==> src/hdl/idel_pkg.sv <==
// ----------------------------------------------------------------------------
// idel_pkg
// Shared types and constants for the indexed double-ended list.
// ----------------------------------------------------------------------------
package idel_pkg;

  localparam int CAPACITY = 64;
  localparam int IDX_W    = $clog2(CAPACITY);
  localparam int COUNT_W  = $clog2(CAPACITY + 1);
  localparam int POS_W    = 6;
  localparam int DATA_W   = 32;
  localparam int ACT_W    = 3;
  localparam int CMP_W    = (COUNT_W > POS_W) ? COUNT_W : POS_W;

  typedef enum logic [ACT_W-1:0] {
    ACT_PUSH_TAIL = 3'd0,
    ACT_PUSH_HEAD = 3'd1,
    ACT_POP_TAIL  = 3'd2,
    ACT_POP_HEAD  = 3'd3,
    ACT_INSERT    = 3'd4,
    ACT_REMOVE    = 3'd5,
    ACT_READ      = 3'd6
  } action_t;

  typedef enum logic [1:0] {
    ST_OK    = 2'd0,
    ST_FULL  = 2'd1,
    ST_EMPTY = 2'd2,
    ST_RANGE = 2'd3
  } status_t;

  // Broadcast to every cell of the row.
  typedef struct packed {
    logic                     load;
    logic [IDX_W-1:0]         ld_idx;
    logic signed [DATA_W-1:0] value;
    logic                     shift_up;    // cells above 'at' take the left neighbor
    logic                     shift_down;  // cells at or above 'at' take the right one
    logic [IDX_W-1:0]         at;
  } ctl_t;

  // Per-command result from the decoder.
  typedef struct packed {
    logic               found;
    status_t            status;
    logic [IDX_W-1:0]   rd_idx;
    logic [COUNT_W-1:0] count_nxt;
  } res_t;

endpackage

==> src/hdl/idel_cell.sv <==
// ----------------------------------------------------------------------------
// idel_cell
// One list slot: holds one value and picks its next value from the command
// broadcast, its left neighbor or its right neighbor.
// ----------------------------------------------------------------------------
module idel_cell (
  input  logic                              clk,
  input  logic [idel_pkg::IDX_W-1:0]        my_idx,
  input  idel_pkg::ctl_t                    ctl,
  input  logic signed [idel_pkg::DATA_W-1:0] left_val,
  input  logic signed [idel_pkg::DATA_W-1:0] right_val,
  output logic signed [idel_pkg::DATA_W-1:0] val_o
);
  import idel_pkg::*;

  logic signed [DATA_W-1:0] val_r;
  logic signed [DATA_W-1:0] val_nxt;

  always_comb begin
    priority if (ctl.load && (my_idx == ctl.ld_idx)) begin
      val_nxt = ctl.value;
    end else if (ctl.shift_up && (my_idx > ctl.at)) begin
      val_nxt = left_val;
    end else if (ctl.shift_down && (my_idx >= ctl.at)) begin
      val_nxt = right_val;
    end else begin
      val_nxt = val_r;
    end
  end

  always_ff @(posedge clk) begin
    val_r <= val_nxt;
  end

  assign val_o = val_r;

endmodule

==> config.mk <==
export PLATFORM = sky130hd
export DESIGN_NAME = idel_cell
export DESIGN_NICKNAME = d
export VERILOG_FILES = /design/src/hdl/idel_pkg.sv /design/src/hdl/idel_cell.sv
export SDC_FILE = /design/constraint.sdc
export NUM_CORES = 1
export LEC_CHECK = 0
export ABC_AREA = 1
export BUFFER_PORTS_ARGS = -buffer_cell sky130_fd_sc_hd__buf_4
export CORE_ASPECT_RATIO = 0.75
export CORE_MARGIN = 3
export CORE_UTILIZATION = 33
export DETAILED_ROUTE_END_ITERATION = 7
export GPL_TIMING_DRIVEN = 0
export MAX_ROUTING_LAYER = met4
export SKIP_CTS_REPAIR_TIMING = 1
export SKIP_LAST_GASP = 1
export SLEW_MARGIN = 25
export SYNTH_ARGS = -nofsm -noshare
export SYNTH_HDL_FRONTEND = slang
export SYNTH_SLANG_ARGS = --single-unit
==> constraint.sdc <==
create_clock -name clk -period 8.3 [get_ports clk]
set_input_delay 2.075 -clock clk [delete_from_list [all_inputs] [get_ports clk]]
set_output_delay 2.075 -clock clk [all_outputs]
set_load 0.02 [all_outputs]
==> results <==
- The region available for standard cell placement spans around 6600 sq um.
- The net switching power is roughly 0.19 mW.
- The sum of negative setup slack is 0 ns.
- Setup repair after global routing left no endpoint under its margin.
- The clock root buffer is clkbuf_8.
- For this design the ratio of total power to cell area is ~160 nW/um^2.
- The total routing resource utilization after global routing is 0.1795.
- The maximum operating frequency is around 260 MHz.
- The transition time of the tightest slew-check pin is approximately 0.37 ns.
- The net count after synthesis is 459.
- TritonCTS built the clock tree.
- Power comes to 0.5938 mW.
- Of all nets on the critical path, the largest fanout is 22.
- The final non-filler cell area is 3724 sq um.
- The worst-case setup slack after placement is 4.082 ns.
- Walking the worst path, the cells encountered are buf_4, ha_1, a21oi_1, nand3_4, buf_4, o21ai_0, nand3_2, buf_16.
- The flow ran to the end, and the final reports show no timing, DRC or antenna violations.
- After synthesis, the share of cell area in mux cells is 0.
- The count of buffers added on input and output ports is around 150.
- Leaving out fill and tap cells, the most frequent cell in the layout is buf_4.
- The data arrival time of the critical path is 3.93 ns.
- Relative to the synthesized area, the layout overhead comes to 58.64%.
- The switching part of the total power is 0.3120.
- The synthesized-area fraction occupied by adder cells is 0.03198.
- Entering global routing, the biggest net connects 23 pins.
- The die covers about 8200 sq um.
- In this run the static leakage power is 2.151 nW.
- Summing over every cut layer, the via total after detailed routing is 2523.
- The clock passes through at most 2 buffers.
- The register area share after synthesis is 0.4094.
- After legalization and detailed placement, the total HPWL measured between 5000 and 6000 um.
- The combinational cell fraction of total power is 0.361.
- The top-level I/O count is 150.
- In the routed design, unresolved DRC markers number 0.
- In this run, distinct cell masters in the synthesized netlist total 19.
- The area of placed instances is roughly 3600 sq um.
- Ranked by total cell area, the synthesized netlist is headed by edfxtp_1 41%, nand2_1 18%, nand3_1 14%.
- The count of nets left with antenna violations once routing finished came out at 0.
- The number of buffers created by CTS is 5.
- The final setup slack of the worst path is 4.411 ns.
- The first detailed-routing pass took 4 iterations.
- The via density per instance is ~4.3.
- The class of the tightest hold or removal check is in -> reg.
- After filler insertion, the fill cell instance count of the layout stands at 649.
- The internal cell power is between 0.4 and 0.5 mW.
- The share of the synthesized area in the top cell type is 0.4094.
- The initial antenna violation count is 0.
- The clock share of power is 0.258.
- The total number of H-tree levels is 2.
- The master of the slowest instance on the critical path is nand3_2.
- The die is between 70 and 80 um tall.
- The synthesized flop and latch total is 32.
- The most numerous cell on the critical path is buf_4.
- The final max-slew violation count is 0.
- Measured along the x axis, the die boundary spans 103.4 um.
- The power share of the sequential group is 0.381.
- The synthesis warning total is 0.
- The routed design uses 3230 um of met2 wire.
- Dividing the detail-routed wire length by the instance count gives 12.31 um.
- The headroom to the max-slew limit is 0.7536.
- The clock period minus final worst setup slack is between 3 and 4 ns.
- Signal routing reaches up to met4.
- Setup violations remaining at the end of the flow were counted as 0.
- The synthesized instance count is between 300 and 400.
- The number of global-route vias before repair came to ~2400.
- The site row count is 25.
- In the detailed route, the total length drawn on met3 is between 700 and 800 um.
- Summed over all layers, the global routing overflow is 0.
- The maximum vdd ir drop is ~62 uV.
- STA classifies the critical path startpoint as an input port.
- The starting utilization of the core area is 0.3556.
- Of the total synthesized cell area, the portion taken by AND, OR, NAND and NOR gates is 0.3587.
- The biggest area consumer among synthesized cells is edfxtp_1.
- The endpoint class of the critical path is a flip-flop.
- The final clock period utilization by the worst path is 0.4685.
- The diode insertion count for antenna repair is 0.
- The register clock-pin slew on the reported worst setup and hold paths is ~0.07 ns.
- In the final routing, the length of wire on met1 measures ~3200 um.
- The post-synthesis compound-gate area fraction is 0.01759.
- The total count of hold-check failures in the final report came to 0.
- Of the cells placed in the final design, the portion with a size suffix greater than 1 is 0.3692.
- The max-capacitance violation count is 0.
- The top cell types in the final layout, fill and taps aside, are 155 x buf_4, 113 x nand2_1, 84 x inv_1.
- The main combinational cell family by area after synthesis is simple AND/OR/NAND/NOR gates.
- The register with the most flip-flops in the layout has 32 of them.
- Of the total synthesized cell area, the portion taken by XOR and XNOR cells is 0.
- The synthesized netlist occupies a cell area of about 2300 sq um.
- The last weighted congestion value of the routability-driven placer is approximately 0.80.
- For this block, the routed nets add up to 7228 um of wire.
- The global-route wire length before repair is roughly 11000 um.
- A synthesized cell averages around 7.0 sq um.
- The count of routing violations after the opening detailed-route iteration is slightly above 70.
- The worst hold slack across all endpoints is 2.054 ns.
- The peak per-stage delay on the critical path is 0.33 ns.
- The required time reported for the critical path endpoint is about 8.3 ns.
- The total number of clock tree sinks is 32.
- The startpoint-to-endpoint class of the critical path is in -> reg.
- The number of nets in the layout is approximately 620.
-- worst max-delay path: cells and delay by family --
kind	cells	cell delay [ns]
AOI/OAI and AO/OA	2	0.42
adders and majority gates	1	0.31
buffers and inverters	3	0.62
and+or+nand+nor	2	0.49
-- cell families (layout without fill, tap and decap cells) --
group | Yosys count | after routing
simple gates | 191 | 191
buf+inv | 100 | 258
flops | 32 | 32
fa+ha+maj | 6 | 6
compound gates | 6 | 6
-- area by class of cell --
type                    count  area, sq um  area share
repair buffers            150         1146      0.3078
multi-input cells         203        963.4      0.2587
flip-flops and latches     32        960.9      0.2581
inverters                  85        319.1     0.08569
well taps                  94        117.6     0.03159
plain buffers              15        108.9     0.02923
clock buffers               6        72.57     0.01949
clock inverters             2        35.03    0.009409
-- cells in the mapped netlist --
master and number:
a21oi_1 1, a21oi_4 1, buf_2 6, buf_4 6, buf_6 3, edfxtp_1 32
ha_1 6, inv_1 84, inv_2 1, nand2_1 113, nand2_2 3, nand2_4 1
nand3_1 65, nand3_4 1, nor2_1 5, nor2_4 1, nor3_1 1, nor3_2 1
o21ai_0 4
-- path summary, 6_finish.rpt --
path	cells after the start	startpoint	end	slack, ns
setup / recovery	8	my_idx[5]	val_o[18]$_DFFE_PP_	4.41
hold / removal	3	ctl[10]	val_o[2]$_DFFE_PP_	2.05
-- metal layers --
metal	track usage	vias up
li1	-	1334
met1	0.2277	1075
met2	0.2780	110
met3	0.06936	4
met4	0.02717	0
met5	-	-
-- power groups by stage --
| stage | clock network [mW] | logic (mW) | registers (mW) |
|---|---|---|---|
| after detailed placement | 0 | 0.217 | 0.230 |
| after CTS | 0.155 | 0.218 | 0.227 |
| after global placement | 0 | 0.212 | 0.230 |
| after global routing | 0.165 | 0.235 | 0.229 |
| final | 0.153 | 0.215 | 0.226 |
| after floorplan | 0 | 0.0640 | 0.272 |
-- stage by stage --
stage / util / instances
after floorplan: - / 335
after global placement: 0.5429 / 578
after detailed placement: 0.5479 / 579
after CTS: 0.5642 / 587
after global routing: 0.5642 / 587
final: 0.5642 / 587
Note: power is estimated with default switching activity, not from simulation.
