`config.mk`:
```
export PLATFORM = sky130hd
export DESIGN_NAME = idel_ctrl
export DESIGN_NICKNAME = d
export VERILOG_FILES = /design/src/hdl/idel_pkg.sv /design/src/hdl/idel_ctrl.sv
export SDC_FILE = /design/constraint.sdc
export NUM_CORES = 1
export LEC_CHECK = 0
export ABC_AREA = 1
export ABC_CLOCK_PERIOD_IN_PS = 4280
export BUFFER_PORTS_ARGS = -buffer_cell sky130_fd_sc_hd__buf_2
export CAP_MARGIN = 20
export CORE_UTILIZATION = 30
export DETAILED_ROUTE_END_ITERATION = 10
export GPL_ROUTABILITY_DRIVEN = 0
export GPL_TIMING_DRIVEN = 0
export PLACE_DENSITY = 0.57
export SYNTH_ARGS = -nofsm -noshare
export SYNTH_HDL_FRONTEND = slang
export SYNTH_SLANG_ARGS = --single-unit
```
`constraint.sdc`:
```
create_clock -name vclk -period 4.28
set_input_delay 0.856 -clock vclk [all_inputs]
set_output_delay 0.856 -clock vclk [all_outputs]
set_load 0.01 [all_outputs]
```
`src/hdl/idel_pkg.sv`:
```
// ----------------------------------------------------------------------------
// idel_pkg
// Shared types and constants for the indexed double-ended list.
// ----------------------------------------------------------------------------
package idel_pkg;

  localparam int CAPACITY = 64;
  localparam int IDX_W    = $clog2(CAPACITY);
  localparam int COUNT_W  = $clog2(CAPACITY + 1);
  localparam int POS_W    = 6;
  localparam int DATA_W   = 32;
  localparam int ACT_W    = 3;
  localparam int CMP_W    = (COUNT_W > POS_W) ? COUNT_W : POS_W;

  typedef enum logic [ACT_W-1:0] {
    ACT_PUSH_TAIL = 3'd0,
    ACT_PUSH_HEAD = 3'd1,
    ACT_POP_TAIL  = 3'd2,
    ACT_POP_HEAD  = 3'd3,
    ACT_INSERT    = 3'd4,
    ACT_REMOVE    = 3'd5,
    ACT_READ      = 3'd6
  } action_t;

  typedef enum logic [1:0] {
    ST_OK    = 2'd0,
    ST_FULL  = 2'd1,
    ST_EMPTY = 2'd2,
    ST_RANGE = 2'd3
  } status_t;

  // Broadcast to every cell of the row.
  typedef struct packed {
    logic                     load;
    logic [IDX_W-1:0]         ld_idx;
    logic signed [DATA_W-1:0] value;
    logic                     shift_up;    // cells above 'at' take the left neighbor
    logic                     shift_down;  // cells at or above 'at' take the right one
    logic [IDX_W-1:0]         at;
  } ctl_t;

  // Per-command result from the decoder.
  typedef struct packed {
    logic               found;
    status_t            status;
    logic [IDX_W-1:0]   rd_idx;
    logic [COUNT_W-1:0] count_nxt;
  } res_t;

endpackage

```
`src/hdl/idel_ctrl.sv`:
```
// ----------------------------------------------------------------------------
// idel_ctrl
// Command decoder: checks the command against the count and builds the
// broadcast for the cell row plus the result fields.
// ----------------------------------------------------------------------------
module idel_ctrl (
  input  logic                           go,
  input  logic [idel_pkg::ACT_W-1:0]     action,
  input  logic signed [idel_pkg::DATA_W-1:0] value,
  input  logic [idel_pkg::POS_W-1:0]     position,
  input  logic [idel_pkg::COUNT_W-1:0]   count,
  output idel_pkg::ctl_t                 ctl,
  output idel_pkg::res_t                 res
);
  import idel_pkg::*;

  logic             full;
  logic             empty;
  logic             out_of_range;
  logic [CMP_W-1:0] pos_ext;
  logic [CMP_W-1:0] pos_inc;
  ctl_t             ctl_raw;

  assign pos_ext      = CMP_W'(position);
  assign pos_inc      = pos_ext + CMP_W'(1);
  assign full         = (count >= COUNT_W'(CAPACITY));
  assign empty        = (count == '0);
  assign out_of_range = (pos_ext >= CMP_W'(count));

  always_comb begin
    ctl_raw       = '0;
    ctl_raw.value = value;
    res.found     = 1'b0;
    res.status    = ST_OK;
    res.rd_idx    = '0;
    res.count_nxt = count;
    unique case (action_t'(action))
      ACT_PUSH_TAIL: begin
        if (full) begin
          res.status = ST_FULL;
        end else begin
          ctl_raw.load   = 1'b1;
          ctl_raw.ld_idx = IDX_W'(count);
          res.count_nxt  = count + COUNT_W'(1);
        end
      end
      ACT_PUSH_HEAD: begin
        if (full) begin
          res.status = ST_FULL;
        end else begin
          ctl_raw.load     = 1'b1;
          ctl_raw.shift_up = 1'b1;
          res.count_nxt    = count + COUNT_W'(1);
        end
      end
      ACT_POP_TAIL: begin
        if (empty) begin
          res.status = ST_EMPTY;
        end else begin
          res.found     = 1'b1;
          res.rd_idx    = IDX_W'(count - COUNT_W'(1));
          res.count_nxt = count - COUNT_W'(1);
        end
      end
      ACT_POP_HEAD: begin
        if (empty) begin
          res.status = ST_EMPTY;
        end else begin
          res.found          = 1'b1;
          ctl_raw.shift_down = 1'b1;
          res.count_nxt      = count - COUNT_W'(1);
        end
      end
      ACT_INSERT: begin
        priority if (full) begin
          res.status = ST_FULL;
        end else if (empty) begin
          res.status = ST_EMPTY;
        end else if (out_of_range) begin
          res.status = ST_RANGE;
        end else begin
          ctl_raw.load     = 1'b1;
          ctl_raw.shift_up = 1'b1;
          ctl_raw.ld_idx   = IDX_W'(pos_inc);
          ctl_raw.at       = IDX_W'(pos_inc);
          res.count_nxt    = count + COUNT_W'(1);
        end
      end
      ACT_REMOVE, ACT_READ: begin
        priority if (empty) begin
          res.status = ST_EMPTY;
        end else if (out_of_range) begin
          res.status = ST_RANGE;
        end else begin
          res.found  = 1'b1;
          res.rd_idx = IDX_W'(pos_ext);
          if (action_t'(action) == ACT_REMOVE) begin
            ctl_raw.shift_down = 1'b1;
            ctl_raw.at         = IDX_W'(pos_ext);
            res.count_nxt      = count - COUNT_W'(1);
          end
        end
      end
      default: begin
        // unused code: no change
      end
    endcase
  end

  // the row only moves on a transfer
  always_comb begin
    ctl            = ctl_raw;
    ctl.load       = ctl_raw.load & go;
    ctl.shift_up   = ctl_raw.shift_up & go;
    ctl.shift_down = ctl_raw.shift_down & go;
  end

endmodule

```
==> out/metrics.csv <==
stage,metric,value,unit
job,number of max-cap violations,0,
grt,first-pass GRT wire length,8270,um
pwr,Pwr per Cell Area,109,nW/um^2
setup_path,Worst setup EP type,primary output,
grt,GRT Total Usage,16.7,%
detailed_routing,Final ANT Viol Nets,0,
floorplan,die extent in x,76,um
final_layout,Ant. Diodes,0,
logic_synthesis,post-synth top area cell,buf_4,
logic_synthesis,post-synth net total,342,
setup_path,Crit path required time,3420,ps
grt,grt total ovfl,0,
floorplan,Initial Utilization,31.6,%
setup_path,Crit Path Class,input port to primary output,
final_layout,Synth-to-Final Area Change,28.2,%
placement,dpl cells,427,
detailed_routing,DRT iter0 DRCs,159,
placement,IO buf count,75,
detailed_routing,vias,2043,
detailed_routing,WL/cell,12.0,um
pwr,Peak VDD IR,0.0000430,V
final_layout,register area,0,sq um
detailed_routing,1st-pass router iterations,4,
pwr,sequential share of power,0,%
setup_path,crit path DAT,2800,ps
floorplan,Core ar.,5200,sq um
floorplan,Site Rows,26,
pwr,sw frac,59.1,%
timing,slew margin rel.,72.2,%
final_layout,nets,419,
setup_path,Crit Path Max Fanout,8,
detailed_routing,DR DRC count,0,
logic_synthesis,Mapped Cells,282,
grt,initial antenna violation count,0,
clock_network,cts repair resizes,0,
timing,Final Hold Vio Count,0,
pwr,total power,230,uW
logic_synthesis,"Seq/Total Area, Yosys",0,%
timing,RSZ-0062 raised after global routing,false,
pwr,P_leak,0.00121,uW
logic_synthesis,mapped cell area,1640,sq um
timing,setup TNS,0,ps
setup_path,CP startpoint,count[4],
floorplan,Die Span Y,76,um
setup_path,last element of the critical path,res[1],
logic_synthesis,Synth Area per Inst,5.83,sq um
logic_synthesis,"top cells by area, synth","buf_4 (16%), nand2_1 (14%), ha_1 (8.4%), nand3_1 (6.1%), inv_1 (5.9%)",
final_layout,Post-Layout Cell Count,427,
grt,vias in the first global route,1813,
final_layout,seq_cells,0,
grt,largest net degree at the start of global routing,11,
setup_path,max incr delay on CP,360,ps
setup_path,CP max stage cell,ha_1,
outcome,status,completed,
logic_synthesis,Ys Warns,0,
floorplan,Die Area,5780,sq um
final_layout,share of cells above drive strength 1,41.5,%
setup_path,crit-path cells,"buf_2, clkinv_1, ha_1, nand2_1, nand2_1, nand2_1, nand2_2, inv_1, nand2_2, nor2_4, nand2_2, nand2_1, nand3_1, nand4_1, buf_2",
clock_network,postcts setup bufs,0,
timing,Worst-Margin Slew,415,ps
clock_network,count of hold-fix buffers inserted at cts,0,
setup_path,CP Buf/Inv Count,4,
timing,Fmax,273,MHz
setup_path,Levels on crit path,15,
pwr,Comb pwr share,100.0,%
placement,setup slack at placement,615,ps
logic_synthesis,Unique masters post-synth,32,
detailed_routing,WL final,5140,um
timing,period utilization,85.5,%
timing,Min Hold Slack,1890,ps
placement,Detailed Place HPWL,4290,um
timing,final worst setup slack,620,ps
hold_path,Min-Delay Path Class,input port to primary output,
timing,Tmin final,3660,ps
timing,Final setup viols,0,
pwr,Int Pwr,94.2,uW
setup_path,"most used cell, CP",nand2_1,
setup_path,crit start category,input port,
detailed_routing,Vias/cell,4.78,
pwr,Psw,136,uW
setup_path,"CP delay by family, top",simple AND/OR/NAND/NOR gates,
floorplan,I/O Pins,112,
logic_synthesis,top cell type's share of synthesized area,16.5,%
timing,count of final max-slew check failures,0,
pwr,clock share of power,0,%
final_layout,Clock buffer cells,0,
cells in the final DEF, fill, tap and decap left out, types with 5 or more instances in the layout:
cell,netlist,layout
o22ai_1,8,8
o21ai_0,19,19
buf_4,36,36
inv_1,26,26
nor3_1,5,5
a21oi_1,10,10
nand3_1,20,20
buf_2,1,76
ha_1,11,11
inv_2,9,9
nor2_1,24,24
nand2_2,5,5
nand4_1,7,7
xor2_1,7,7
nand2_1,60,60
through the flow:
step	util [%]	cell area (sq um)
after floorplan	-	1640
final	40.5	2110
after global placement	40.5	2110
after CTS	40.5	2110
after global routing	40.5	2110
after detailed placement	40.5	2110
kinds of logic (layout without fill, tap and decap cells):
logic type,after synthesis,after routing,synth area share (%)
and+or+nand+nor,138,138,43.7
AOI/OAI and AO/OA,49,49,17.5
xor gates and xnor gates,7,7,3.73
adders and majority gates,11,11,8.38
buffers and inverters,77,152,26.7
worst min-delay path by stage:
stage              start       to  slack, ps  cells past startpoint
5_1_grt        value[10]  ctl[18]       1900                      2
3_5_place_dp    value[9]  ctl[17]       1900                      2
6_report       value[10]  ctl[18]       1890                      2
3_3_place_gp    value[1]   ctl[9]       1900                      2
2_1_floorplan   value[2]  ctl[10]       1800                      1
4_1_cts        value[27]  ctl[35]       1900                      2
cell usage after synthesis (all sizes together), types with 2 or more instances:
master and count:
ha 11, nor3 7, o22ai 8, nand2 69
nor2 30, o21ai 23, nand3b 2, xor2 7
inv 37, buf 38, o211ai 2, nand3 23
a21oi 14, nand4 7
metal layers:
metal / track usage [%] / vias up / wire length [um]
met1: 23.9 / 915 / 2450
met5: 0 / - / 0
li1: - / 1047 / -
met4: 0.962 / 0 / 0
met2: 29.2 / 81 / 2340
met3: 0.479 / 0 / 356
power by group through the flow:
| stage | clock network (uW) | logic, uW | registers, uW |
|---|---|---|---|
| after floorplan | 0 | 157 | 0 |
| after global placement | 0 | 229 | 0 |
| after detailed placement | 0 | 230 | 0 |
| after CTS | 0 | 230 | 0 |
| after global routing | 0 | 254 | 0 |
| final | 0 | 230 | 0 |
final cells by class:
type / instances / area (sq um)
buffer: 39 / 290
tap: 70 / 87.6
multi-input combinational: 205 / 1200
timing repair buffer: 75 / 375
fill: 596 / 3100
inverter: 38 / 148
No activity file was read; power rests on OpenSTA's default activity.
